`src/rbdu_pkg.sv`:
```
// Shared constants and types for the radial-basis distance unit.
package rbdu_pkg;

    localparam int MAX_ELEMENTS = 256;
    localparam int CNT_W        = $clog2(MAX_ELEMENTS + 1);

    localparam int SUM_W  = 40;
    localparam int DIST_W = 20;
    localparam int CS_W   = 41;

    localparam logic [SUM_W-1:0] SUM_MAX = {SUM_W{1'b1}};

    // coeff_mode codes
    localparam logic [2:0] MODE_NONE = 3'd0;
    localparam logic [2:0] MODE_ADD  = 3'd1;
    localparam logic [2:0] MODE_MUL  = 3'd2;
    localparam logic [2:0] MODE_SUB  = 3'd3;
    localparam logic [2:0] MODE_RSUB = 3'd4;
    localparam logic [2:0] MODE_CDIV = 3'd5;
    localparam logic [2:0] MODE_XDIV = 3'd6;

    // status codes
    localparam logic [1:0] ST_OK   = 2'd0;
    localparam logic [1:0] ST_DIV0 = 2'd1;
    localparam logic [1:0] ST_NEG  = 2'd2;
    localparam logic [1:0] ST_SAT  = 2'd3;

    // register byte address of coeff_mode
    localparam logic [2:0] ADDR_COEFF_MODE = 3'd0;

    typedef struct packed {
        logic [CS_W-1:0] a;
        logic [CS_W-1:0] b;
    } t_cs_in;

    typedef struct packed {
        logic            ge;
        logic [CS_W-1:0] diff;
    } t_cs_out;

endpackage

```
`src/radial_basis_distance_unit.sv`:
```
// Radial-basis neuron: sum of squared differences, coefficient combine, integer root.
//
//  channel   dir  handshake                  payload
//  s_axis    in   tvalid/tready              tdata = signal, weight; tlast = last
//  m_axis    out  tvalid/tready              tdata = distance; tuser = status
//  apb       in   psel/penable/pwrite/pready coeff_mode at byte address 0
//
// A pair that is not last passes capture, shared multiplier and accumulate. A last pair
// adds the combine (none: finish; add/sub: absolute value; multiply: high, low, add;
// divide: one quotient bit a cycle via the shared subtractor, none on a zero divisor), 20
// root digits via the same subtractor (skipped on divide by zero or negative) and a load.
// Reset is synchronous, active low; it clears the sum, saturation flag, count, mode, state and output valid.
// A result waits in the output register; a second one holds the sequencer until taken.
module radial_basis_distance_unit import rbdu_pkg::*; (
    input  logic        i_clk,
    input  logic        i_rst_n,
    // slave stream
    input  logic        s_axis_tvalid,
    output logic        s_axis_tready,
    input  logic [31:0] s_axis_tdata,   // [15:0] signal, [31:16] weight
    input  logic        s_axis_tlast,   // last
    // master stream
    output logic        m_axis_tvalid,
    input  logic        m_axis_tready,
    output logic [23:0] m_axis_tdata,   // [19:0] distance, [23:20] zero
    output logic [1:0]  m_axis_tuser,   // [1:0] status
    // configuration
    input  logic        psel,
    input  logic        penable,
    input  logic        pwrite,
    input  logic [2:0]  paddr,
    input  logic [31:0] pwdata,
    output logic [31:0] prdata,
    output logic        pready
);

    localparam logic [3:0] S_IDLE = 4'd0;
    localparam logic [3:0] S_MUL  = 4'd1;
    localparam logic [3:0] S_ACC  = 4'd2;
    localparam logic [3:0] S_COMB = 4'd3;
    localparam logic [3:0] S_ABS  = 4'd4;
    localparam logic [3:0] S_MULH = 4'd5;
    localparam logic [3:0] S_MULL = 4'd6;
    localparam logic [3:0] S_MADD = 4'd7;
    localparam logic [3:0] S_DIV  = 4'd8;
    localparam logic [3:0] S_FIN  = 4'd9;
    localparam logic [3:0] S_SQRT = 4'd10;
    localparam logic [3:0] S_DONE = 4'd11;

    localparam logic [5:0] DIV_LAST  = 6'd63;
    localparam logic [5:0] SQRT_LAST = 6'(DIST_W - 1);

    logic [3:0]        r_state;
    logic [2:0]        r_mode;
    logic [15:0]       r_sig;
    logic [15:0]       r_wgt;
    logic              r_last;
    logic              r_cpair;
    logic [16:0]       r_d;
    logic [SUM_W-1:0]  r_sum;
    logic              r_sat;
    logic [CNT_W-1:0]  r_cnt;
    logic [55:0]       r_prod;
    logic [31:0]       r_c;
    logic signed [41:0] r_x;
    logic [63:0]       r_q;
    logic [SUM_W-1:0]  r_rem;
    logic [SUM_W-1:0]  r_dvs;
    logic              r_neg;
    logic              r_dz;
    logic [1:0]        r_stat;
    logic [DIST_W-1:0] r_root;
    logic [5:0]        r_it;
    logic              r_ovalid;
    logic [DIST_W-1:0] r_odist;
    logic [1:0]        r_ostat;

    logic              w_in_acc;
    logic              w_cfg_wr;
    logic              w_out_free;
    logic signed [32:0] w_ma;
    logic signed [32:0] w_mb;
    logic signed [65:0] w_prod;
    logic [31:0]       w_cneg;
    logic [30:0]       w_cmag;
    logic [SUM_W:0]    w_acc;
    logic signed [41:0] w_sx;
    logic signed [41:0] w_cx;
    logic [41:0]       w_xneg;
    logic [22:0]       w_sq_a;
    logic [21:0]       w_sq_b;
    logic [SUM_W:0]    w_dv_a;
    logic              w_nz;
    logic              w_big;
    t_cs_in            w_cs_in;
    t_cs_out           w_cs_out;

    assign w_in_acc   = s_axis_tvalid && s_axis_tready;
    assign w_cfg_wr   = psel && penable && pwrite && pready;
    assign w_out_free = !r_ovalid || m_axis_tready;

    assign s_axis_tready = (r_state == S_IDLE);
    assign m_axis_tvalid = r_ovalid;
    assign m_axis_tdata  = {{(24 - DIST_W){1'b0}}, r_odist};
    assign m_axis_tuser  = r_ostat;
    assign pready        = 1'b1;
    assign prdata        = (paddr[2] == ADDR_COEFF_MODE[2]) ? {29'b0, r_mode} : 32'b0;

    assign w_cneg = -r_c;
    assign w_cmag = r_c[31] ? w_cneg[30:0] : r_c[30:0];

    // shared multiplier operand select
    always_comb begin
        w_ma = '0;
        w_mb = '0;
        unique case (r_state)
            S_MUL: begin
                if (r_cpair) begin
                    w_ma = {{17{r_wgt[15]}}, r_wgt};
                    w_mb = {{17{r_sig[15]}}, r_sig};
                end else begin
                    w_ma = {{16{r_d[16]}}, r_d};
                    w_mb = {{16{r_d[16]}}, r_d};
                end
            end
            S_MULH: begin
                w_ma = {17'b0, r_sum[39:24]};
                w_mb = {2'b0, w_cmag};
            end
            S_MULL: begin
                w_ma = {9'b0, r_sum[23:0]};
                w_mb = {2'b0, w_cmag};
            end
            default: begin
                w_ma = '0;
                w_mb = '0;
            end
        endcase
    end

    assign w_prod = w_ma * w_mb;

    assign w_acc  = {1'b0, r_sum} + {9'b0, r_prod[31:0]};
    assign w_sx   = {2'b00, r_sum};
    assign w_cx   = {{10{r_c[31]}}, r_c};
    assign w_xneg = -r_x;

    // shared subtractor: division step or root digit
    assign w_dv_a = {r_rem, r_q[63]};
    assign w_sq_a = {r_rem[20:0], r_q[63:62]};
    assign w_sq_b = {r_root, 2'b01};

    always_comb begin
        if (r_state == S_SQRT) begin
            w_cs_in.a = {18'b0, w_sq_a};
            w_cs_in.b = {19'b0, w_sq_b};
        end else begin
            w_cs_in.a = w_dv_a;
            w_cs_in.b = {1'b0, r_dvs};
        end
    end

    rbdu_cmpsub u_cmpsub (
        .i_op  (w_cs_in),
        .o_res (w_cs_out)
    );

    assign w_nz  = |r_q;
    assign w_big = |r_q[63:SUM_W];

    // configuration register
    always_ff @(posedge i_clk) begin
        if (!i_rst_n) begin
            r_mode <= MODE_NONE;
        end else if (w_cfg_wr && (paddr[2] == ADDR_COEFF_MODE[2])) begin
            r_mode <= pwdata[2:0];
        end
    end

    // sequencer and data path
    always_ff @(posedge i_clk) begin
        if (!i_rst_n) begin
            r_state  <= S_IDLE;
            r_sum    <= '0;
            r_sat    <= 1'b0;
            r_cnt    <= '0;
            r_ovalid <= 1'b0;
        end else begin
            if (r_ovalid && m_axis_tready && (r_state != S_DONE)) begin
                r_ovalid <= 1'b0;
            end
            unique case (r_state)
                S_IDLE: begin
                    if (w_in_acc) begin
                        r_sig   <= s_axis_tdata[15:0];
                        r_wgt   <= s_axis_tdata[31:16];
                        r_last  <= s_axis_tlast;
                        r_cpair <= s_axis_tlast && (r_mode >= MODE_ADD)
                                   && (r_mode <= MODE_XDIV);
                        r_d     <= {s_axis_tdata[31], s_axis_tdata[31:16]}
                                   - {s_axis_tdata[15], s_axis_tdata[15:0]};
                        r_state <= S_MUL;
                    end
                end
                S_MUL: begin
                    r_prod  <= w_prod[55:0];
                    r_state <= S_ACC;
                end
                S_ACC: begin
                    if (!r_cpair) begin
                        if (r_cnt >= CNT_W'(MAX_ELEMENTS)) begin
                            // overlong vector: drop the pair
                            r_sat <= 1'b1;
                        end else begin
                            if (w_acc[SUM_W]) begin
                                r_sum <= SUM_MAX;
                                r_sat <= 1'b1;
                            end else begin
                                r_sum <= w_acc[SUM_W-1:0];
                            end
                            r_cnt <= r_cnt + 1'b1;
                        end
                    end
                    r_c     <= r_cpair ? r_prod[31:0] : 32'b0;
                    r_state <= r_last ? S_COMB : S_IDLE;
                end
                S_COMB: begin
                    r_dz  <= ((r_mode == MODE_CDIV) && (r_sum == '0))
                             || ((r_mode == MODE_XDIV) && (w_cmag == '0));
                    // coefficient is zero outside the coefficient modes
                    r_neg <= r_c[31];
                    r_rem <= '0;
                    r_it  <= '0;
                    case (r_mode)
                        MODE_ADD: begin
                            r_x     <= w_sx + w_cx;
                            r_state <= S_ABS;
                        end
                        MODE_SUB: begin
                            r_x     <= w_sx - w_cx;
                            r_state <= S_ABS;
                        end
                        MODE_RSUB: begin
                            r_x     <= w_cx - w_sx;
                            r_state <= S_ABS;
                        end
                        MODE_MUL: begin
                            r_state <= S_MULH;
                        end
                        MODE_CDIV: begin
                            r_q   <= {9'b0, w_cmag, 24'b0};
                            r_dvs <= r_sum;
                            if (r_sum == '0) begin
                                r_state <= S_FIN;
                            end else begin
                                r_state <= S_DIV;
                            end
                        end
                        MODE_XDIV: begin
                            r_q   <= {r_sum, 24'b0};
                            r_dvs <= {9'b0, w_cmag};
                            if (w_cmag == '0) begin
                                r_state <= S_FIN;
                            end else begin
                                r_state <= S_DIV;
                            end
                        end
                        default: begin
                            r_q     <= {24'b0, r_sum};
                            r_state <= S_FIN;
                        end
                    endcase
                end
                S_ABS: begin
                    r_neg   <= r_x[41];
                    r_q     <= {22'b0, (r_x[41] ? w_xneg : r_x)};
                    r_state <= S_FIN;
                end
                S_MULH: begin
                    r_prod  <= w_prod[55:0];
                    r_state <= S_MULL;
                end
                S_MULL: begin
                    r_q     <= {16'b0, r_prod[47:0]};
                    r_prod  <= w_prod[55:0];
                    r_state <= S_MADD;
                end
                S_MADD: begin
                    // add the truncated low partial product
                    r_q     <= r_q + {33'b0, r_prod[54:24]};
                    r_state <= S_FIN;
                end
                S_DIV: begin
                    r_rem <= w_cs_out.ge ? w_cs_out.diff[SUM_W-1:0] : w_dv_a[SUM_W-1:0];
                    r_q   <= {r_q[62:0], w_cs_out.ge};
                    r_it  <= r_it + 1'b1;
                    if (r_it == DIV_LAST) begin
                        r_state <= S_FIN;
                    end
                end
                S_FIN: begin
                    r_rem  <= '0;
                    r_root <= '0;
                    r_it   <= '0;
                    if (r_dz) begin
                        r_stat  <= ST_DIV0;
                        r_state <= S_DONE;
                    end else if (r_neg && w_nz) begin
                        r_stat  <= ST_NEG;
                        r_state <= S_DONE;
                    end else begin
                        r_stat  <= (w_big || r_sat) ? ST_SAT : ST_OK;
                        r_q     <= {(w_big ? SUM_MAX : r_q[SUM_W-1:0]), 24'b0};
                        r_state <= S_SQRT;
                    end
                end
                S_SQRT: begin
                    r_rem  <= w_cs_out.ge ? {17'b0, w_cs_out.diff[22:0]} : {17'b0, w_sq_a};
                    r_root <= {r_root[DIST_W-2:0], w_cs_out.ge};
                    r_q    <= {r_q[61:0], 2'b00};
                    r_it   <= r_it + 1'b1;
                    if (r_it == SQRT_LAST) begin
                        r_state <= S_DONE;
                    end
                end
                S_DONE: begin
                    // hold until the output register frees up
                    if (w_out_free) begin
                        r_ovalid <= 1'b1;
                        r_odist  <= r_root;
                        r_ostat  <= r_stat;
                        r_sum    <= '0;
                        r_sat    <= 1'b0;
                        r_cnt    <= '0;
                        r_state  <= S_IDLE;
                    end
                end
                default: begin
                    r_state <= S_IDLE;
                end
            endcase
        end
    end

endmodule

```
`src/rbdu_cmpsub.sv`:
```
// Shared compare-and-subtract unit used by the divider and the square root steps.
module rbdu_cmpsub import rbdu_pkg::*; (
    input  t_cs_in  i_op,
    output t_cs_out o_res
);

    logic [CS_W:0] w_full;

    // borrow out of the top bit means a < b
    assign w_full     = {1'b0, i_op.a} - {1'b0, i_op.b};
    assign o_res.ge   = ~w_full[CS_W];
    assign o_res.diff = w_full[CS_W-1:0];

endmodule

```
`config.mk`:
```
export PLATFORM = sky130hd
export DESIGN_NAME = radial_basis_distance_unit
export DESIGN_NICKNAME = d
export VERILOG_FILES = /design/src/rbdu_pkg.sv /design/src/radial_basis_distance_unit.sv /design/src/rbdu_cmpsub.sv
export SDC_FILE = /design/constraint.sdc
export NUM_CORES = 2
export LEC_CHECK = 0
export ABC_AREA = 0
export BUFFER_PORTS_ARGS = -buffer_cell sky130_fd_sc_hd__buf_2
export CORE_MARGIN = 2
export CORE_UTILIZATION = 40
export DETAILED_ROUTE_END_ITERATION = 6
export GPL_TIMING_DRIVEN = 0
export PLACE_DENSITY = 0.55
export SLEW_MARGIN = 20
export SYNTH_ARGS = -nofsm -noshare
export SYNTH_HDL_FRONTEND = slang
export SYNTH_SLANG_ARGS = --single-unit
```
`constraint.sdc`:
```
create_clock -name i_clk -period 13.4 [get_ports i_clk]
set_input_delay 2.68 -clock i_clk [delete_from_list [all_inputs] [get_ports i_clk]]
set_output_delay 2.68 -clock i_clk [all_outputs]
set_load 0.01 [all_outputs]
```
==> metrics list <==
- Yosys printed 0 warnings.
* Number of cells after detailed placement: 9366
* Number of setup buffers added after CTS: 0
* Count of pins over their slew limit: 0
* Area growth from synthesis to final layout: 9.50%
- Violations in the final reports: DRC
- CTS built an H-tree with a depth of 2.
- The routed design has 290000 um of wire.
- The net count of the finished layout is slightly below 9000.
- Counting flops with an async set or reset pin after synthesis yields a share of 0%.
- Clock tree synthesis found a total of roughly 430 sinks.
- RSZ-0062 raised after global routing: no
- The clock passes through at most 3 buffers.
- The first global-routing pass estimated between 400000 and 500000 um of wire.
* Die area: between 0.15 and 0.2 mm^2
- Overall die height: roughly 400 um
* XOR/XNOR Fraction of Synth Area: 5.07%
* Number of buffers added by the clock tree synthesis step: slightly above 50
* Most numerous cell on the critical path: sky130_fd_sc_hd__fa_1
- Final period demand of the worst path: around 13 ns
* Most congested layer reported by global routing: met2
- Basic-gate share of the synthesized area counting and, or, nand and nor cells: ~15%
* Syn Inst Count: 7158
- Post-synthesis area per instance: 8.81 um^2
* Global routing usage summed across all routing layers: 35.6%
- Per-cell via count in the routed design: just under 6
- For this run, design rule violations remaining after detail routing come to 8.
* Netlist Area Pre-Place: about 0.063 mm^2
- Yosys mapped a number of flops with a built-in enable equal to ~380.
- For flop-to-flop paths, the worst setup slack is approximately 0.69 ns.
* Critical Path Start Type: register
- Part of the Yosys area used for sequential elements: between 10% and 20%
- For the worst setup path, the data arrival time is ~13 ns.
* Slew HR: under 10%
- The floorplan step set the die width to between 400 and 500 um.
- The analysis attributes to cell leakage a power of 30.6 nW.
- Worst reg2reg path endpoint: r_prod[51]$_DFFE_PP_
- CP Max Fanout: 11
* R2R cell count: 28
- The worst hold path begins at r_root[3]$_SDFFCE_PN0P_.
* RePlAce Congestion: roughly 1.0
- In this design, the stage delay of the slowest critical-path cell is roughly 1.0 ns.
- Number of buffers inserted for hold repair after clock tree synthesis: 0
- After Yosys synthesis, full adders, half adders and majority gates account for a little over a third of the synthesized area.
- Met3 demand-to-capacity share in global routing: 7.92%
- Count of port buffers added during placement: 69
- In this run the worst hold path is classified as reg2reg.
- Yosys mapped the design onto 89 distinct sky130hd cell types.
- I/O pins: about 140
- Run status: finished with violations
- STA classifies the critical path endpoint as a register.
- Across all layers, the routed design uses roughly 56000 vias.
* Ratio of total power to cell area: about 140 mW/mm^2
- Total half-perimeter wirelength after legalization and detailed placement: 237000 um
- Largest net degree at the start of global routing: a little over 50
- Rows: between 100 and 150
* Worst Clk Skew: around 0.065 ns
- Number of cells traversed by the worst hold path: 0
- Worst EP required: approximately 14 ns
* Design Power: between 0.009 and 0.01 W
* Number of setup violations in the final report: 0
- Global routing consumed, on the met2 layer, about 55% of the routing resources.
- Slowest-stage cell, CP: sky130_fd_sc_hd__o22ai_1
- Max Cap Violations: 0
* Global routing usage on met1: a little under half
- The initial antenna violation count is 28.
* Wire length per cell: about 31 um
- In this run the remaining antenna-violating nets after routing total 0.
* CTS tree: done
- Post-synth top flop: sky130_fd_sc_hd__edfxtp_1
- Synthesized-area fraction occupied by ao, oa, aoi and oai cells: around 14%
* Number of violations reported at the end of detailed-routing iteration 0: 6520
- After global routing the overflow that remains totals 0.
- Total Negative Setup Slacks: 0 ns
- Post-synthesis mux area share: less than 1%
* Clock network latency to the later pin of the worst-skew pair: ~0.67 ns
* Utilization after layout: 44.1%
- Crit Path Category: reg2reg
- Fin. Hold Viols: 0
- For the pin with the worst max-slew slack, the measured transition is ~1.4 ns.
* Router iterations before antenna repair: 7
* Maximum clock rate: 78.7 MHz
* Register bit total from synthesis: approximately 430
- Clock-pin slew was measured on the worst setup and hold paths at roughly 0.060 ns.
* Starting utilization of the core area: 40.3%
* Clk Tree Root Cell: sky130_fd_sc_hd__clkbuf_16
- Part of the cycle the worst path needs: 94.9%
* CTS-repair resized insts: 0
* Maximum vdd ir drop: about 0.00010 V
* Beginning of the worst register-to-register path: r_c[31]$_SDFFCE_PN0P_
* Via count of the first global-routing pass: between 50000 and 60000
* Non-filler instance count after layout: approximately 9500
- The core region is 0.156 mm^2.
* Fraction of final layout cells sized beyond drive strength 1: 5.17%
* Main combinational cell family by area after synthesis: adder cells
* Worst hold slack: 0.452 ns
- The worst hold path terminates at r_odist[3]$_DFFE_PP_.
==> power breakdown <==
part / switching (W) / total (W) / internal [W]
logic: 0.00438 / 0.00653 / 0.00215
registers: 0.000172 / 0.00193 / 0.00176
clock network: 0.000641 / 0.00149 / 0.000849
total: 0.00519 / 0.00995 / 0.00476
==> area by class of cell <==
class / instances / area [um^2]
Inverter: 1034 / 3880
Sequential cell: 434 / 12500
Tap cell: 2058 / 2570
Buffer: 409 / 1710
Antenna cell: 13 / 32.5
Timing Repair Buffer: 118 / 991
Multi-Input combinational cell: 5313 / 45700
Clock inverter: 35 / 398
Fill cell: 15800 / 87400
Clock buffer: 59 / 1330
==> cell families after synthesis <==
family,count (synthesis)
flip-flops,434
multiplexers,56
other,2
XOR/XNOR,365
buffers and inverters,1443
AND/OR/NAND/NOR,2197
adder cells (fa/ha/maj),1272
AO/OA/AOI/OAI,1389
==> synth_stat cells, types with 42 or more instances <==
cell                       instances  area share, %
sky130_fd_sc_hd__inv_1          1034            6.2
sky130_fd_sc_hd__nand2_1         874            5.2
sky130_fd_sc_hd__fa_1            871             28
sky130_fd_sc_hd__nor2_1          694            4.1
sky130_fd_sc_hd__ha_1            401            8.0
sky130_fd_sc_hd__a21oi_1         387            3.1
sky130_fd_sc_hd__edfxtp_1        376             18
sky130_fd_sc_hd__clkbuf_1        346            2.1
sky130_fd_sc_hd__o21ai_0         314            2.5
sky130_fd_sc_hd__xnor2_1         237            3.3
sky130_fd_sc_hd__xor2_1          128            1.8
sky130_fd_sc_hd__nand3_1          96           0.76
sky130_fd_sc_hd__nor3_1           95           0.75
sky130_fd_sc_hd__and2_1           86           0.85
sky130_fd_sc_hd__a21o_1           83           0.99
sky130_fd_sc_hd__dfxtp_1          58            1.8
sky130_fd_sc_hd__and3_1           57           0.57
sky130_fd_sc_hd__nor2b_1          54           0.54
sky130_fd_sc_hd__mux2i_1          52           0.83
sky130_fd_sc_hd__nand2b_1         52           0.52
sky130_fd_sc_hd__a222oi_1         50           0.79
sky130_fd_sc_hd__a221oi_1         46           0.64
sky130_fd_sc_hd__o22ai_1          46           0.46
sky130_fd_sc_hd__nand4_1          45           0.45
sky130_fd_sc_hd__o21a_1           45           0.54
sky130_fd_sc_hd__o31ai_1          42           0.50
sky130_fd_sc_hd__or3_1            42           0.42
==> metal layers <==
layer	vias to the layer above	wire length, um	share of wire [%]
met2	2909	128000	44
li1	24200	-	-
met5	-	169	0.058
met3	703	26900	9.3
met1	28200	114000	39
met4	26	20700	7.1
==> how the worst max path moves through the flow <==
stage | to | cells past startpoint | slack (ns) | from
floorplan | r_prod[53]$_DFFE_PP_ | 33 | 4.04 | r_c[6]$_SDFFCE_PN0P_
global placement | r_prod[51]$_DFFE_PP_ | 32 | -1.98 | r_c[6]$_SDFFCE_PN0P_
detailed placement | r_prod[51]$_DFFE_PP_ | 28 | 0.86 | r_c[31]$_SDFFCE_PN0P_
CTS | r_prod[51]$_DFFE_PP_ | 28 | 0.85 | r_c[31]$_SDFFCE_PN0P_
global route | r_prod[51]$_DFFE_PP_ | 34 | 0.09 | r_c[6]$_SDFFCE_PN0P_
finish | r_prod[51]$_DFFE_PP_ | 28 | 0.69 | r_c[31]$_SDFFCE_PN0P_
==> flip-flops by register name (all words and copies together), names as in the netlist, 6 cells and up <==
register and flops:
r_c 32, r_cnt 9, r_d 17, r_dvs 40
r_it 6, r_odist 20, r_prod 55, r_q 64
r_rem 40, r_root 20, r_sig 16, r_sum 40
r_wgt 16, r_x 42
==> metrics by stage <==
stage               instance area, um^2  worst slack, ns
floorplan                         63200             4.04
global placement                  66100            -1.98
detailed placement                67300            0.862
CTS                               69000            0.852
global route                      69000           0.0866
finish                            69000            0.689
==> cells in the final DEF, fill, tap and decap left out, types with 36 or more instances in the layout <==
master / synthesis / routed
sky130_fd_sc_hd__and3_1: 57 / 56
sky130_fd_sc_hd__nor2b_1: 54 / 54
sky130_fd_sc_hd__clkbuf_16: 0 / 52
sky130_fd_sc_hd__ha_1: 401 / 401
sky130_fd_sc_hd__a21oi_1: 387 / 380
sky130_fd_sc_hd__a21o_1: 83 / 83
sky130_fd_sc_hd__buf_2: 5 / 78
sky130_fd_sc_hd__nand2b_1: 52 / 52
sky130_fd_sc_hd__buf_4: 35 / 44
sky130_fd_sc_hd__nand4_1: 45 / 45
sky130_fd_sc_hd__o21a_1: 45 / 45
sky130_fd_sc_hd__a222oi_1: 50 / 50
sky130_fd_sc_hd__mux2i_1: 52 / 52
sky130_fd_sc_hd__o21ai_0: 314 / 312
sky130_fd_sc_hd__nand3_1: 96 / 96
sky130_fd_sc_hd__xor2_1: 128 / 128
sky130_fd_sc_hd__xnor2_1: 237 / 210
sky130_fd_sc_hd__edfxtp_1: 376 / 376
sky130_fd_sc_hd__and2_1: 86 / 86
sky130_fd_sc_hd__dfxtp_1: 58 / 58
sky130_fd_sc_hd__fa_1: 871 / 870
sky130_fd_sc_hd__inv_1: 1034 / 1034
sky130_fd_sc_hd__clkbuf_1: 346 / 327
sky130_fd_sc_hd__nor2_1: 694 / 689
sky130_fd_sc_hd__nor3_1: 95 / 93
sky130_fd_sc_hd__o211ai_1: 36 / 36
sky130_fd_sc_hd__o2111ai_1: 36 / 36
sky130_fd_sc_hd__or3_1: 42 / 42
sky130_fd_sc_hd__o31ai_1: 42 / 41
sky130_fd_sc_hd__o22ai_1: 46 / 39
sky130_fd_sc_hd__nand2_1: 874 / 874
==> worst max-delay path, delay by kind of cell, from the launching register on <==
family                   cells  cell delay [ns]
AND/OR/NAND/NOR              2             0.41
adder cells (fa/ha/maj)      9             4.72
flip-flops                   1             0.71
AO/OA/AOI/OAI                8             3.47
XOR/XNOR                     1             0.38
buffers and inverters        8             2.71
(Power assumes the default switching activity.)
